[src/rtl/core/fme_pkg.sv]
// ----------------------------------------------------------------------------
// Fuzzy membership evaluator package
// Shared types, codes and constants for the membership pipeline.
// ----------------------------------------------------------------------------
package fme_pkg;

	// Q1.15 unity and fraction width of the membership result
	localparam int          FRAC_BITS = 15;
	localparam logic [15:0] ONE       = 16'd32768;

	// Clamp limits for the steepness and power registers
	localparam logic [7:0] STEEP_MIN = 8'd16;
	localparam logic [2:0] POWER_MIN = 3'd1;
	localparam logic [2:0] POWER_MAX = 3'd4;

	typedef enum logic [2:0] {
		REG_ZERO      = 3'd0,
		REG_RISING    = 3'd1,
		REG_CORE      = 3'd2,
		REG_FALLING   = 3'd3,
		REG_LSHOULDER = 3'd4,
		REG_RSHOULDER = 3'd5
	} region_t;

	typedef enum logic [2:0] {
		CFG_POINT_A   = 3'd0,
		CFG_POINT_B   = 3'd1,
		CFG_POINT_C   = 3'd2,
		CFG_POINT_D   = 3'd3,
		CFG_WIDEN     = 3'd4,
		CFG_STEEPNESS = 3'd5,
		CFG_POWER     = 3'd6
	} cfg_idx_t;

	// How the edge base is formed once the ramp has been classified
	typedef enum logic [1:0] {
		KIND_FULL = 2'd0,
		KIND_ZERO = 2'd1,
		KIND_DIV  = 2'd2
	} kind_t;

	typedef struct packed {
		region_t region;
		kind_t   kind;
	} tag_t;

endpackage

[src/rtl/core/fme_div.sv]
// ----------------------------------------------------------------------------
// Fuzzy membership evaluator divider
// Restoring fractional divider, one quotient bit per pipeline stage.
// ----------------------------------------------------------------------------
module fme_div #(
	parameter int DW = 31
) (
	input  logic                           clk,
	input  logic                           arst_n,
	input  logic                           en,
	input  logic                           in_valid,
	input  logic [DW-1:0]                  in_num,
	input  logic [DW-1:0]                  in_den,
	input  fme_pkg::tag_t                  in_tag,
	output logic                           out_valid,
	output logic [fme_pkg::FRAC_BITS-1:0]  out_quot,
	output fme_pkg::tag_t                  out_tag
);

	localparam int QB = fme_pkg::FRAC_BITS;

	logic [QB-1:0]  v_s;
	logic [DW-1:0]  rem_s  [QB];
	logic [DW-1:0]  den_s  [QB];
	logic [QB-1:0]  quot_s [QB];
	fme_pkg::tag_t  tag_s  [QB];

	for (genvar k = 0; k < QB; k++) begin : g_stage
		logic          v_in;
		logic [DW-1:0] rem_in;
		logic [DW-1:0] den_in;
		logic [QB-1:0] quot_in;
		fme_pkg::tag_t tag_in;
		logic [DW:0]   trial;

		if (k == 0) begin : g_first
			assign v_in    = in_valid;
			assign rem_in  = in_num;
			assign den_in  = in_den;
			assign quot_in = '0;
			assign tag_in  = in_tag;
		end else begin : g_next
			assign v_in    = v_s[k-1];
			assign rem_in  = rem_s[k-1];
			assign den_in  = den_s[k-1];
			assign quot_in = quot_s[k-1];
			assign tag_in  = tag_s[k-1];
		end

		// remainder stays below the divisor, so doubling fits one extra bit
		assign trial = {rem_in, 1'b0} - {1'b0, den_in};

		always_ff @(posedge clk or negedge arst_n) begin
			if (!arst_n) begin
				v_s[k] <= 1'b0;
			end else if (en) begin
				v_s[k] <= v_in;
			end
		end

		always_ff @(posedge clk) begin
			if (en) begin
				den_s[k] <= den_in;
				tag_s[k] <= tag_in;
				if (!trial[DW]) begin
					rem_s[k]  <= trial[DW-1:0];
					quot_s[k] <= {quot_in[QB-2:0], 1'b1};
				end else begin
					rem_s[k]  <= {rem_in[DW-2:0], 1'b0};
					quot_s[k] <= {quot_in[QB-2:0], 1'b0};
				end
			end
		end
	end

	assign out_valid = v_s[QB-1];
	assign out_quot  = quot_s[QB-1];
	assign out_tag   = tag_s[QB-1];

endmodule
[config.mk]
export PLATFORM = sky130hd
export DESIGN_NAME = fme_div
export DESIGN_NICKNAME = d
export VERILOG_FILES = /design/src/rtl/core/fme_pkg.sv /design/src/rtl/core/fme_div.sv
export SDC_FILE = /design/constraint.sdc
export NUM_CORES = 2
export LEC_CHECK = 0
export ABC_CLOCK_PERIOD_IN_PS = 5900
export BUFFER_PORTS_ARGS = -buffer_cell sky130_fd_sc_hd__buf_2
export CAP_MARGIN = 40
export CORE_MARGIN = 5
export CORE_UTILIZATION = 69
export DETAILED_ROUTE_END_ITERATION = 10
export PLACE_DENSITY = 0.95
export SETUP_SLACK_MARGIN = 0.1
export SYNTH_ARGS = -nofsm -noshare
export SYNTH_HDL_FRONTEND = slang
export SYNTH_SLANG_ARGS = --single-unit
[constraint.sdc]
create_clock -name clk -period 5.9 [get_ports clk]
set_input_delay 1.18 -clock clk [delete_from_list [all_inputs] [get_ports clk]]
set_output_delay 1.18 -clock clk [all_outputs]
set_load 0.1 [all_outputs]
==> flow_metrics.tcl <==
set metrics [dict create \
    run_status "completed" \
    critPathLaunchType "flip-flop" \
    clk_latency_ns 0.67 \
    ys_top_cells_by_area "edfxtp_1, ha_1, xnor2_1" \
    place_ws_ns 1.32 \
    crit_path_cell_trace "ha_1 -> nor2b_1 -> o31a_1 -> or4_4 -> a21oi_4 -> a21oi_2 -> o41ai_4 -> nand3_2 -> a41oi_2 -> mux2i_1 -> buf_4 -> clkinv_2 -> mux2_1" \
    synth.ff_latch_count 1078 \
    overflow 0 \
    root_buffer "clkbuf_16" \
    antennaDiodeCount 0 \
    cts_made_buffers 107 \
    ys_seq_area_share_pct 52.7 \
    cts-hold-fix-buffers 0 \
    post-dp-hpwl_um 85600 \
    cts-resized-gates 0 \
    drive_gt1_share_pct 10.6 \
    clkSinkCount 1078 \
    critPathBufInv 2 \
    grt_first_pass_wirelength_um 198000 \
    io-pin-count 92 \
    p_sw_w 0.0130 \
    synth_top_cell_by_area "edfxtp_1" \
    syn_inst 5204 \
    regArea_um2 32300 \
    p_per_area_nw_per_um2 539 \
    p_int_w 0.0230 \
    drt_iter0_markers 3055 \
    syn_avg_cell_area_um2 11.8 \
    num-nets-final 5861 \
    syn-num-nets 5739 \
    rsz0062_at_grt "no" \
    die-area_um2 94800 \
    synthAdderAreaFrac_pct 9.66 \
    antenna_found_initial 0 \
    postCtsSetupRepairBufs 0 \
    peakVddDrop_mv 0.351 \
    synth_top_family_by_area "compound AO/OA/AOI/OAI gates" \
    synth_xor_area_share_pct 5.39 \
    synth_top_area_share_pct 52.1 \
    tightest_slew_ns 0.947 \
    setup_viol 0 \
    rows 109 \
    cp_slowest_cell "clkinv_2" \
    fin_tns_setup_ns 0 \
    wire_per_inst_um 18.2 \
    period_minus_slack_ns 4.63 \
    finalMaxSlewViolations 0 \
    die_y_um 308 \
    power_frac_comb_pct 46.3 \
    worst_slack_ns 1.27 \
    cp.arrival_ns 5.05 \
    synthSimpleGateAreaFrac_pct 7.36 \
    die_w_um 308 \
    postRouteAntennaNets 0 \
    initial_utilization_pct 69.4 \
    cts.clk_slew.worst_paths_ns 0.06 \
    min_path_type "primary input to asynchronous set/reset pin" \
    crit_fanout 30 \
    critPathMaxStageDelay_ns 0.55 \
    drv_cap 0 \
    drt_pre_antenna_iters 7 \
    multi_input_area_um2 26300 \
    clk_path_buf_depth 3 \
    grt_max_degree 183 \
    routed_wirelength_um 120000 \
    globalRouteTotalUtil_pct 25.1 \
    ys.warnings.count 0 \
    yosys_most_used_dff "edfxtp_1" \
    postLayoutCoreUtil_pct 75.5 \
    synth_edf_count 1061 \
    syn_to_final_growth_pct 8.88 \
    core-area_um2 88200 \
    h-tree-depth 3 \
    relSlewSlack_pct 36.9 \
    grt_pass1_vias 41860 \
    synth_compound_area_share_pct 13.5 \
    drcViolationCount 0 \
    muxShareOfSynthArea_pct 6.89 \
    cp_top_family "compound AO/OA/AOI/OAI gates" \
    sequentialPowerShare_pct 34.2 \
    clock_skew_ns 0.0262 \
    max_freq_mhz 216 \
    fillers 5234 \
    clock_power_share_pct 19.5 \
    yosysUniqueCellTypes 96 \
    finalCritPeriodShare_pct 78.5 \
    netlist_area_um2 61200 \
    portBuffers 91 \
    async_flop_share_pct 1.39 \
    via_per_inst 6.15 \
    end_kind "flip-flop" \
    vias 40480 \
    switching_share_pct 36.1 \
    power_leakage_nw 27.9 \
    required_ns 6.31 \
    critPathKind "flip-flop to flip-flop" \
    finalHoldViolCount 0 \
    cts_tree "yes" \
    gp_congestion 0.935 \
]
-- cell families after synthesis --
family,after synthesis
buffers and inverters,689
flip-flops,1078
AO/OA/AOI/OAI,1286
AND/OR/NAND/NOR,940
adder cells (fa/ha/maj),464
multiplexers,370
XOR/XNOR,377
-- layer usage --
layer	track usage [%]	up-vias	part of all wire, %
met2	48.0	1374	54
met3	2.79	457	4.0
met1	27.3	19291	37
li1	-	19358	-
met5	0	-	0
met4	13.0	0	5.5
-- sequential cells by signal, summed over array words and instances, names as in the netlist --
| signal | cells |
|---|---|
| tag_s | 75 |
| den_s | 434 |
| out_valid | 1 |
| quot_s | 120 |
| rem_s | 434 |
| g_stage.v_in | 14 |
-- worst paths after layout --
path | from | end | slack [ns] | cells after the start
max | rem_s[0][31]$_SDFFCE_PP0P_ | rem_s[0][72]$_DFFE_PP_ | 1.27 | 13
min | arst_n | g_stage[11].v_in$_DFFE_PN0P_ | 0.40 | 1
max reg2reg | rem_s[0][31]$_SDFFCE_PP0P_ | rem_s[0][72]$_DFFE_PP_ | 1.27 | 13
min reg2reg | tag_s[0][34]$_DFFE_PP_ | tag_s[0][39]$_DFFE_PP_ | 0.40 | 0
max in group asynchronous | arst_n | g_stage[14].v_in$_DFFE_PN0P_ | 5.23 | 1
min in group clk | tag_s[0][34]$_DFFE_PP_ | tag_s[0][39]$_DFFE_PP_ | 0.40 | 0
-- worst reg2reg max path: stages (launching register included) --
cell	delay (ns)
edfxtp_1	0.43
ha_1	0.31
nor2b_1	0.14
o31a_1	0.28
or4_4	0.53
a21oi_4	0.19
a21oi_2	0.12
o41ai_4	0.46
nand3_2	0.17
a41oi_2	0.21
mux2i_1	0.22
buf_4	0.20
clkinv_2	0.55
mux2_1	0.56
-- area by class of cell --
| class | instances | share of cell area, % |
|---|---|---|
| sequential | 1078 | 48.4 |
| multi-input combinational | 3437 | 39.4 |
| clock buffer | 127 | 4.24 |
| inverter | 571 | 3.22 |
| tap | 1165 | 2.19 |
| timing repair buffer | 131 | 1.27 |
| clock inverter | 71 | 1.25 |
-- power by group through the flow --
stage | registers, W | logic (W) | clock network [W]
floorplan | 0.0121 | 0.0129 | 0
global placement | 0.0123 | 0.0153 | 0
detailed placement | 0.0124 | 0.0161 | 0
CTS | 0.0123 | 0.0165 | 0.00711
global route | 0.0125 | 0.0182 | 0.00742
finish | 0.0123 | 0.0166 | 0.00702
-- placed cells by master (no fill, tap or decap), types with 18 or more instances in the layout --
cell and instances:
clkinv_2 24, edfxtp_1 1061, nor2b_1 44, mux2_1 116
and3_1 42, a31oi_1 43, mux2_2 192, nor3_1 54
nand2_1 269, buf_2 90, a21oi_1 372, o21bai_1 51
clkbuf_16 109, mux2_4 26, o211ai_1 27, o21a_1 59
buf_4 35, nand2b_1 45, nand3_1 97, or3_1 18
xnor2_1 261, nor2_1 235, mux2i_1 34, nand4_1 35
ha_1 450, inv_1 567, o21ai_1 85, a211oi_1 50
a21o_1 253, and2_1 32, xor2_1 115, o21ai_0 173
-- Yosys cell counts (51+ instances only) --
cell,instances
mux2_2,192
a21o_1,253
nor3_1,55
a21oi_1,372
nand2_1,269
o21ai_1,86
clkbuf_1,73
nor2_1,237
inv_1,567
o21ai_0,173
mux2_1,116
edfxtp_1,1061
o21bai_1,51
xor2_1,115
xnor2_1,262
nand3_1,97
ha_1,450
o21a_1,59
-- metrics by stage --
step,instances,instance area [µm²],hold WS (ns),power [W]
2_1_floorplan,5204,61200,0.400,0.0250
3_3_place_gp,6380,62900,0.400,0.0276
3_5_place_dp,6382,63000,0.405,0.0285
4_1_cts,6580,66600,0.379,0.0358
5_1_grt,6580,66600,0.415,0.0381
6_report,6580,66600,0.402,0.0359
Power figures use the tool's default switching activity.
